[config.mk]
export PLATFORM = sky130hd
export DESIGN_NAME = bgc_ctrl
export DESIGN_NICKNAME = d
export VERILOG_FILES = /design/src/sv/bgc_pkg.sv /design/src/sv/bgc_ctrl.sv
export SDC_FILE = /design/constraint.sdc
export NUM_CORES = 1
export LEC_CHECK = 0
export BUFFER_PORTS_ARGS = -buffer_cell sky130_fd_sc_hd__buf_2
export CAP_MARGIN = 25
export CORE_AREA = 2 2 39 41
export DETAILED_ROUTE_END_ITERATION = 12
export DIE_AREA = 0 0 41 43
export MAX_ROUTING_LAYER = met4
export SETUP_SLACK_MARGIN = 0.2
export SLEW_MARGIN = 20
export SYNTH_ARGS = -nofsm -noshare
export SYNTH_HDL_FRONTEND = slang
export SYNTH_SLANG_ARGS = --single-unit
[constraint.sdc]
create_clock -name clk -period 1 [get_ports clk]
set_input_delay 0.05 -clock clk [delete_from_list [all_inputs] [get_ports clk]]
set_output_delay 0.05 -clock clk [all_outputs]
set_load 0.005 [all_outputs]
[src/sv/bgc_pkg.sv]
// Package with the shared types and constants of the bipartite graph checker.
package bgc_pkg;

  localparam int VertexWidth = 6;
  localparam int CountWidth  = 7;

  localparam logic CmdAddEdge = 1'b0;
  localparam logic CmdRun     = 1'b1;

  typedef struct packed {
    logic                   cmd;
    logic [VertexWidth-1:0] vertex_a;
    logic [VertexWidth-1:0] vertex_b;
  } in_word_t;

  typedef struct packed {
    logic is_bipartite;
    logic bad_edge_seen;
  } out_word_t;

  // Commands from the controller to the datapath.
  typedef struct packed {
    logic load_edge;
    logic bad_edge;
    logic run_start;
    logic clear_start;
    logic result_taken;
  } dp_cmd_t;

  // Status from the datapath to the controller.
  typedef struct packed {
    logic edge_in_range;
    logic search_done;
    logic clear_done;
  } dp_status_t;

endpackage

[src/sv/bgc_ctrl.sv]
// Controller state machine that sequences edge loads, runs and clearing.
module bgc_ctrl (
  input  logic                clk,
  input  logic                rst,
  input  logic                in_valid,
  output logic                in_ready,
  input  bgc_pkg::in_word_t   in_word,
  output logic                out_valid,
  input  logic                out_ready,
  input  bgc_pkg::dp_status_t status,
  output bgc_pkg::dp_cmd_t    cmd
);

  typedef enum logic [3:0] {
    ST_IDLE   = 4'b0001,
    ST_SEARCH = 4'b0010,
    ST_REPORT = 4'b0100,
    ST_CLEAR  = 4'b1000
  } state_t;

  state_t state, state_next;
  logic   accept;

  assign in_ready  = (state == ST_IDLE) && status.clear_done;
  assign out_valid = (state == ST_REPORT);
  assign accept    = in_valid && in_ready;

  // Command decode.
  always_comb begin
    cmd = '0;
    cmd.load_edge    = accept && in_word.cmd == bgc_pkg::CmdAddEdge && status.edge_in_range;
    cmd.bad_edge     = accept && in_word.cmd == bgc_pkg::CmdAddEdge && !status.edge_in_range;
    cmd.run_start    = accept && in_word.cmd == bgc_pkg::CmdRun;
    cmd.result_taken = (state == ST_REPORT) && out_ready;
    cmd.clear_start  = cmd.result_taken;
  end

  // Next state.
  always_comb begin
    state_next = state;
    case (state)
      ST_IDLE:   if (cmd.run_start) state_next = ST_SEARCH;
      ST_SEARCH: if (status.search_done) state_next = ST_REPORT;
      ST_REPORT: if (out_ready) state_next = ST_CLEAR;
      ST_CLEAR:  state_next = ST_IDLE;
      default:   state_next = ST_IDLE;
    endcase
  end

  always_ff @(posedge clk) begin
    if (rst) begin
      state <= ST_IDLE;
    end else begin
      state <= state_next;
    end
  end

endmodule

==> run summary, run 1 <==
commonest register cell after synthesis: dfxtp_1
Initial Utilization: 19.9%
met1 Use GR: 12.3%
# H-tree levels: 1
ys async rst share: 0%
number of flops mapped to enable cells by yosys: 0
busiest grt layer: met2
Largest regs: state (4)
most common cell after layout, fill and taps aside: buf_2
run status: complete, but fails checks
clock root buffer: clkbuf_4
final wirelength: 808 um
FILL cells: 142
initial antenna violation count: 0
Seq cells post-synth: 4
Mapped Area: 275 um2
Fmax: 0.733 GHz
failing checks: setup timing
unrepaired setup endpoints after global routing: yes
Routed WL per cell: 10.9 um
main combinational cell family by area after synthesis: simple AND/OR/NAND/NOR gates
Startpoint Class: flop
Mapped Nets: 50
cts hold-fix bufs: 0
DPL Wire Length: 590 um
R2R Path End: state[1]$_SDFFE_PP0P_
Leak: 0.252 nW
largest net degree at the start of global routing: 7
hold depth: 3
total grt overflow: 0
clk_lat worst skew: 0.23 ns
drt drc: 0
most frequent cells in the layout: buf_2, buf_4, buf_6
vias in the first global route: 317
Tot GR Track Use: 11.5%
Max FO, Critical Path: 3
GR Util met2: 17.5%
pwr dens: 874 nW/um2
WP data required: 0.95 ns
Reg2Reg Depth: 5
Reg2Reg Setup Slack: -0.27 ns
Max-Slew Margin vs Limit: 82.4%
Ant. Diodes: 0
final hold viol count: 0
Post-Synth Simple-Gate Area: 55.0%
max cap viols: 0
Syn Area/Cell: 9.18 um2
buffer levels on the longest clock path: 2
via count: 339
synth unique cells: 24
Num CTS Buffers: 3
core area: 1380 um2
Tcrit/Tclk final: 137%
origin of the worst min-delay path: rst
GRT met3 Usage: 1.57%
max-slew violations: 0
Compound-Gate Fraction of Synth Area: 11.8%
Hold WC Path Type: input pin to flop
P&R area growth vs syn: 90.0%
Die Y: 43 um
setup ws final: -0.365 ns
CTS tree: done
adder-cell share of the synthesized area: 0%
first-pass GRT wire length: 1.30 mm
Placer Congestion: 0.719
Setup-failing EPs final: 11
layout cells sized above 1: 70.7%
peak supply drop: 0.000319 V
Site Rows: 14
mux contribution to synthesized area: 0%
Top reg by flops: state
Syn Inst Count: 30
Vias/cell: 4.58
Starting DRT DRC Count: 4
post-route clock skew: 0.00213 ns
Hold EP: state[0]$_SDFFE_PP1P_
clk slew on worst S/H paths: 0.04 ns
max FFs per register: 4
Die Area: 1760 um2
crit path DAT: 1.32 ns
reg-to-reg critical path startpoint: state[2]$_SDFFE_PP0P_
Tot Pwr: 0.000457 W
final period demand of the worst path: 1.37 ns
Slew @ Worst Pin: 0.261 ns
die width: 41 um
Pre-antenna DRT Iters: 4
Post-Synth XOR/XNOR Area: 0%
crit path capture type: output port
Synth Warn #: 0
post-synthesis sequential area ratio: 29.1%
Ports: 27
# port buffers: 14
Sum Neg Setup Slack: -3.00 ns
pre-CTS setup slack: -0.114 ns
worst setup path category: flop to output port
clock sinks: 4
antenna-violating nets left: 0
Total Nets Final: 80
[cell type report]
class                   count  area (um2)  share of cell area (%)
multi-input cells          24         210                    40.2
repair buffers             26         181                    34.7
flip-flops and latches      4        85.1                    16.3
clock buffers               3        22.5                    4.31
well taps                  16        20.0                    3.83
inverters                   1        3.75                   0.718
[stage by stage]
step / instance area (um2) / hold WS (ns) / cells / utilization, %
finish: 523 / 0.0854 / 74 / 37.8
global route: 523 / 0.0978 / 74 / 37.8
CTS: 478 / 0.0720 / 71 / 34.5
detailed placement: 413 / 0.318 / 64 / 29.8
global placement: 413 / 0.316 / 64 / 29.8
floorplan: 293 / 0.123 / 30 / -
[where the power goes]
group / total (W) / switching [W] / internal (W)
Sequential: 0.000165 / 0.00000210 / 0.000163
Clock: 0.000197 / 0.0000630 / 0.000134
Combinational: 0.0000948 / 0.0000389 / 0.0000558
Total: 0.000457 / 0.000104 / 0.000353
[worst max-delay path, cell delays in order, from the launching register on]
cell and delay, ns:
dfxtp_2 0.32, nor4b_4 0.31, nand3_2 0.16, nor3b_2 0.16, buf_2 0.12
[layer usage]
layer  vias to the layer above  share of wire (%)
li1                        170                  -
met1                       162                 41
met2                         5                 54
met3                         2                2.6
met4                         0                1.7
met5                         -                  0
[timing repair]
item                                    CTS  global route
resized for setup                         4             5
pin swaps                                 2             8
endpoints found under the setup margin   11            11
setup buffers                             4             3
[cells by family after synthesis]
family	Yosys count
flops	4
simple gates	19
buf+inv	2
compound gates	5
[cells in the mapped netlist (2+ instances only)]
| master | count | area (um2) |
|---|---|---|
| nor2_1 | 2 | 7.51 |
| nor3_1 | 2 | 10.0 |
| dfxtp_1 | 4 | 80.1 |
| nor4_1 | 2 | 12.5 |
[how the worst max path moves through the flow]
stage	slack, ns	cells after the start	startpoint	endpoint
global placement	-0.08	4	state[3]$_SDFFE_PP0P_	cmd[4]
global route	-0.45	4	state[2]$_SDFFE_PP0P_	cmd[3]
floorplan	-0.03	3	state[3]$_SDFFE_PP0P_	cmd[4]
CTS	-0.37	4	state[3]$_SDFFE_PP0P_	cmd[4]
detailed placement	-0.11	4	state[3]$_SDFFE_PP0P_	cmd[4]
finish	-0.37	4	state[2]$_SDFFE_PP0P_	cmd[4]
Note: power is estimated with default switching activity, not from simulation.
==> run 2: changes to the inputs <==
==> constraint.sdc (replaced) <==
create_clock -name clk -period 1.65 [get_ports clk]
set_input_delay 0.0825 -clock clk [delete_from_list [all_inputs] [get_ports clk]]
set_output_delay 0.0825 -clock clk [all_outputs]
set_load 0.005 [all_outputs]
==> run summary, run 2 (synthesized netlist as in run 1, its figures left out) <==
final hold viol count: 0 (unchanged)
largest net degree at the start of global routing: 9 (was 7)
Vias/cell: 4.62 (was 4.58)
pwr dens: 622 nW/um2 (was 874 nW/um2)
Slew @ Worst Pin: 0.278 ns (was 0.261 ns)
Die Area: 1760 um2 (unchanged)
layout cells sized above 1: 57.1% (was 70.7%)
Num CTS Buffers: 3 (unchanged)
most common cell after layout, fill and taps aside: buf_2 (unchanged)
clock root buffer: clkbuf_4 (unchanged)
crit path capture type: output port (unchanged)
Comb power frac: 15.3% (was 20.7%)
Clock Power Share: 45.4% (was 43.1%)
Placed Cells: 59 (was 64)
run status: completed (was complete, but fails checks)
max-slew violations: 0 (unchanged)
origin of the worst min-delay path: rst (unchanged)
total grt overflow: 0 (unchanged)
# H-tree levels: 1 (unchanged)
unrepaired setup endpoints after global routing: yes (unchanged)
P&R area growth vs syn: 49.1% (was 90.0%)
buffer levels on the longest clock path: 2 (unchanged)
via count: 300 (was 339)
Placer Congestion: 0.663 (was 0.719)
Hold EP: state[0]$_SDFFE_PP1P_ (unchanged)
sw power: 0.0000542 W (was 0.000104 W)
hold_ws: 0.110 ns (was 0.0854 ns)
Sum Neg Setup Slack: 0 ns (was -3.00 ns)
drt drc: 0 (unchanged)
max FFs per register: 4 (unchanged)
Seq pwr share: 39.4% (was 36.2%)
max cap viols: 0 (unchanged)
reg-to-reg critical path startpoint: state[3]$_SDFFE_PP0P_ (was state[2]$_SDFFE_PP0P_)
CTS tree: done (unchanged)
Total Nets Final: 71 (was 80)
initial antenna violation count: 0 (unchanged)
most frequent cells in the layout: buf_2, clkbuf_4, buf_4, dfxtp_2 (was buf_2, buf_4, buf_6)
Starting DRT DRC Count: 1 (was 4)
first-pass GRT wire length: 1.22 mm (was 1.30 mm)
Hold WC Path Type: input pin to flop (unchanged)
antenna-violating nets left: 0 (unchanged)
R2R Path End: state[2]$_SDFFE_PP0P_ (was state[1]$_SDFFE_PP0P_)
crit path DAT: 1.36 ns (was 1.32 ns)
vias in the first global route: 293 (was 317)
WP data required: 1.57 ns (was 0.95 ns)
Ports: 27 (unchanged)
final period demand of the worst path: 1.44 ns
Startpoint Class: flop (unchanged)
# port buffers: 14 (unchanged)
post-route clock skew: 0.00324 ns (was 0.00213 ns)
Setup-failing EPs final: 0 (was 11)
Internal: 0.000201 W (was 0.000353 W)
Max-Slew Margin vs Limit: 81.4% (was 82.4%)
Net Sw Frac: 21.2% (was 22.7%)
Post-Layout Cell Count: 65 (was 74)
Initial Utilization: 19.9% (unchanged)
worst setup path category: flop to output port (unchanged)
Reg2Reg Depth: 5 (unchanged)
clock sinks: 4 (unchanged)
Top reg by flops: state (unchanged)
Routed WL per cell: 9.34 um (was 10.9 um)
Max FO, Critical Path: 5 (was 3)
Site Rows: 14 (unchanged)
peak supply drop: 0.000363 V (was 0.000319 V)
Tcrit/Tclk final: 87.2%
Reg2Reg Setup Slack: 0.41 ns (was -0.27 ns)
core area: 1380 um2 (unchanged)
final wirelength: 607 um (was 808 um)
Die Y: 43 um (unchanged)
Fmax: 0.695 GHz
hold depth: 3 (unchanged)
cts hold-fix bufs: 0 (unchanged)
Tot GR Track Use: 10.4% (was 11.5%)
Leak: 0.195 nW (was 0.252 nW)
Pre-antenna DRT Iters: 3 (was 4)
die width: 41 um (unchanged)
clk_lat worst skew: 0.23 ns (about the same)
Largest regs: state (4) (unchanged)
Ant. Diodes: 0 (unchanged)
clk slew on worst S/H paths: 0.04 ns (about the same)
run 2: cell type report:
cell class | count | area (um2)
fillers | 138 | 973
clock buffers | 3 | 22.5
multi-input cells | 24 | 184
flip-flops and latches | 4 | 87.6
repair buffers | 17 | 92.6
inverters | 1 | 3.75
well taps | 16 | 20.0
run 2: critical path: stages, from the launching register on:
cell     delay, ns
dfxtp_2       0.35
nor4b_4       0.34
nand3_2       0.15
nor3b_2       0.16
buf_2         0.13
run 2: timing repair:
item	in CTS	in global routing
gates cloned	0	0
resized for setup	5	0
pin swaps	3	2
setup buffers	3	0
endpoints found under the setup margin	2	2
run 2: metrics by stage:
| step | setup WS, ns | total power, W | utilization, % | instance area, um2 |
|---|---|---|---|---|
| finish | 0.211 | 0.000255 | 29.7 | 410 |
| global route | 0.0755 | 0.000279 | 29.7 | 410 |
| CTS | 0.185 | 0.000263 | 29.7 | 410 |
| detailed placement | 0.369 | 0.000137 | 25.9 | 358 |
| global placement | 0.377 | 0.000137 | 25.9 | 358 |
| floorplan | 0.562 | 0.000119 | - | 275 |
run 2: per-layer routing:
| layer | up-vias | global-route usage [%] | wire length (um) |
|---|---|---|---|
| met5 | - | - | 0 |
| met4 | 0 | 6.00 | 0 |
| met3 | 0 | 1.57 | 32 |
| met2 | 10 | 15.6 | 325 |
| met1 | 136 | 12.5 | 249 |
| li1 | 154 | - | - |
run 2: worst max-delay path by stage:
stage                                     start      to  slack (ns)  cells past startpoint
after floorplan           state[2]$_SDFFE_PP0P_  cmd[4]        0.56                      3
after global placement    state[0]$_SDFFE_PP1P_  cmd[4]        0.38                      4
after detailed placement  state[2]$_SDFFE_PP0P_  cmd[4]        0.37                      4
after CTS                 state[2]$_SDFFE_PP0P_  cmd[4]        0.19                      4
after global routing      state[3]$_SDFFE_PP0P_  cmd[4]        0.08                      4
final                     state[3]$_SDFFE_PP0P_  cmd[4]        0.21                      4
run 2: power groups by stage:
stage / Clock [W] / Combinational [W] / Sequential (W)
final: 0.000116 / 0.0000390 / 0.000100
after global routing: 0.000134 / 0.0000450 / 0.000101
after CTS: 0.000124 / 0.0000393 / 0.000100
after detailed placement: 0 / 0.0000338 / 0.000103
after global placement: 0 / 0.0000336 / 0.000103
after floorplan: 0 / 0.0000161 / 0.000103
==> run 3: changes to the inputs <==
--- a/config.mk
+++ b/config.mk
@@ -5,6 +5,7 @@
 export SDC_FILE = /design/constraint.sdc
 export NUM_CORES = 1
 export LEC_CHECK = 0
+export ABC_AREA = 1
 export BUFFER_PORTS_ARGS = -buffer_cell sky130_fd_sc_hd__buf_2
 export CAP_MARGIN = 25
 export CORE_AREA = 2 2 39 41
==> run summary, run 3 <==
Largest regs: state (4) (unchanged)
Num CTS Buffers: 3 (unchanged)
Startpoint Class: flop (unchanged)
Reg2Reg Setup Slack: 0.63 ns (was 0.41 ns)
Post-CTS Resized: 0 (was 5)
Max-Slew Margin vs Limit: 82.3% (was 81.4%)
Mapped Nets: 64 (was 50)
Reg2Reg Depth: 7 (was 5)
Synth Warn #: 0 (unchanged)
crit path DAT: 1.25 ns (was 1.36 ns)
max-slew violations: 0 (unchanged)
area fraction of the dominant cell type after synthesis: 29.9% (was 29.1%)
Slew @ Worst Pin: 0.265 ns (was 0.278 ns)
Site Rows: 14 (unchanged)
Placer Congestion: 0.735 (was 0.663)
clock sinks: 4 (unchanged)
Pre-antenna DRT Iters: 2 (was 3)
Die Y: 43 um (unchanged)
Hold WC Path Type: input pin to flop (unchanged)
Fmax: 0.750 GHz (was 0.695 GHz)
via count: 300 (unchanged)
Total Nets Final: 82 (was 71)
WP data required: 1.57 ns (about the same)
Tcrit/Tclk final: 80.8% (was 87.2%)
Initial Utilization: 19.3% (was 19.9%)
hold depth: 2 (was 3)
Tot GR Track Use: 8.12% (was 10.4%)
first-pass GRT wire length: 924 um (was 1.22 mm)
pwr dens: 956 nW/um2 (was 622 nW/um2)
buffer levels on the longest clock path: 2 (unchanged)
final hold viol count: 0 (unchanged)
initial antenna violation count: 0 (unchanged)
commonest cells in the netlist: inv_1, nor2_1, nand3_1, dfxtp_1, nand2_1 (was dfxtp_1, nor2_1, nor3_1, nor4_1)
Starting DRT DRC Count: 1 (unchanged)
# H-tree levels: 1 (unchanged)
vias in the first global route: 253 (was 293)
Max FO, Critical Path: 4 (was 5)
unrepaired setup endpoints after global routing: yes (unchanged)
Syn Area/Cell: 6.09 um2 (was 9.18 um2)
Routed WL per cell: 7.83 um (was 9.34 um)
post-route clock skew: 0.00237 ns (was 0.00324 ns)
layout cells sized above 1: 35.0% (was 57.1%)
clk_lat worst skew: 0.23 ns (about the same)
core area: 1380 um2 (unchanged)
Seq cells post-synth: 4 (unchanged)
clock root buffer: clkbuf_4 (unchanged)
max cap viols: 0 (unchanged)
worst setup path category: flop to output port (unchanged)
P&R area growth vs syn: 39.3% (was 49.1%)
cts hold-fix bufs: 0 (unchanged)
antenna-violating nets left: 0 (unchanged)
clk slew on worst S/H paths: 0.03 ns (was 0.04 ns)
final wirelength: 595 um (was 607 um)
Die Area: 1760 um2 (unchanged)
origin of the worst min-delay path: rst (unchanged)
Vias/cell: 3.95 (was 4.62)
Syn Inst Count: 44 (was 30)
slowest stage cell, crit path: dfxtp_1 (was dfxtp_2)
Top reg by flops: state (unchanged)
die width: 41 um (unchanged)
Setup-failing EPs final: 0 (unchanged)
# port buffers: 14 (unchanged)
Mapped Area: 268 um2 (was 275 um2)
R2R Path End: state[2]$_SDFFE_PP0P_ (unchanged)
Ant. Diodes: 0 (unchanged)
DPL Wire Length: 491 um
ys async rst share: 0% (unchanged)
setup bufs post-CTS: 0 (was 3)
Tot Pwr: 0.000357 W (was 0.000255 W)
crit-path cells: nor2_2 -> nand2_2 -> nor3_2 -> nand2_1 -> nor2_1 -> buf_2 (was nor4b_4 -> nand3_2 -> nor3b_2 -> buf_2)
post-synth top area cell: dfxtp_1 (unchanged)
top-count cell post-synth: inv_1 (was dfxtp_1)
post-route cell area: 373 um2 (was 410 um2)
final period demand of the worst path: 1.33 ns (was 1.44 ns)
post-synthesis sequential area ratio: 29.9% (was 29.1%)
number of flops mapped to enable cells by yosys: 0 (unchanged)
total grt overflow: 0 (unchanged)
run status: completed (unchanged)
largest net degree at the start of global routing: 5 (was 9)
max FFs per register: 4 (unchanged)
Ports: 27 (unchanged)
crit path capture type: output port (unchanged)
reg-to-reg critical path startpoint: state[2]$_SDFFE_PP0P_ (was state[3]$_SDFFE_PP0P_)
commonest register cell after synthesis: dfxtp_1 (unchanged)
peak supply drop: 0.000458 V (was 0.000363 V)
CTS tree: done (unchanged)
Hold EP: state[1]$_SDFFE_PP0P_ (was state[0]$_SDFFE_PP1P_)
Synth area leaders: dfxtp_1, inv_1, nor2_1 (was dfxtp_1, nor4b_4, nor4b_2)
Leak: 0.241 nW (was 0.195 nW)
Sum Neg Setup Slack: 0 ns (unchanged)
synth unique cells: 13 (was 24)
CP peak stage delay: 0.33 ns (was 0.35 ns)
placed inst area: 350 um2 (was 358 um2)
drt drc: 0 (unchanged)
most frequent cells in the layout: inv_1, buf_2, nor2_1 (was buf_2, clkbuf_4, buf_4, dfxtp_2)
==> run 3: where the power goes <==
part / switching (W) / total, W / leakage (nW) / internal, W
clock network: 0.0000359 / 0.000117 / 0.0138 / 0.0000811
registers: 0.00000967 / 0.000120 / 0.0326 / 0.000110
logic: 0.0000705 / 0.000120 / 0.194 / 0.0000492
total: 0.000116 / 0.000357 / 0.241 / 0.000240
==> run 3: critical path, delay by kind of cell, from the launching register on <==
family / cells / cell delay (ns)
simple gates: 5 / 0.58
flops: 1 / 0.33
buf+inv: 1 / 0.11
==> run 3: cell families after synthesis <==
family,share of synthesized area (%)
buffers and inverters,22.4
AOI/OAI and AO/OA,6.54
and+or+nand+nor,41.1
DFF,29.9
==> run 3: final cells by class <==
type	count	area, um2
clock buffers	3	22.5
fillers	165	1010
inverters	14	52.6
multi-input cells	25	128
flip-flops and latches	4	80.1
well taps	16	20.0
repair buffers	14	70.1
==> run 3: how the worst max path moves through the flow <==
| stage | startpoint | end | slack (ns) | cells after the start |
|---|---|---|---|---|
| floorplan | state[2]$_SDFFE_PP0P_ | cmd[3] | 0.72 | 5 |
| global placement | state[2]$_SDFFE_PP0P_ | cmd[4] | 0.58 | 6 |
| detailed placement | state[2]$_SDFFE_PP0P_ | cmd[4] | 0.55 | 6 |
| CTS | state[0]$_SDFFE_PP1P_ | cmd[4] | 0.29 | 7 |
| global route | state[0]$_SDFFE_PP1P_ | cmd[3] | 0.20 | 7 |
| finish | state[2]$_SDFFE_PP0P_ | cmd[4] | 0.32 | 6 |
==> run 3: layer usage <==
layer / global-route usage [%] / part of all wire [%]
met2: 11.3 / 39
met3: 7.85 / 9.4
met1: 8.97 / 51
met4: 0 / 0
met5: - / 0
==> run 3: through the flow <==
stage	util, %	setup WS (ns)	hold slack [ns]	cells
floorplan	-	0.721	0.152	44
global placement	25.3	0.575	0.284	73
detailed placement	25.3	0.549	0.282	73
CTS	26.9	0.290	0.0350	76
global route	26.9	0.200	0.0350	76
finish	26.9	0.317	0.0490	76
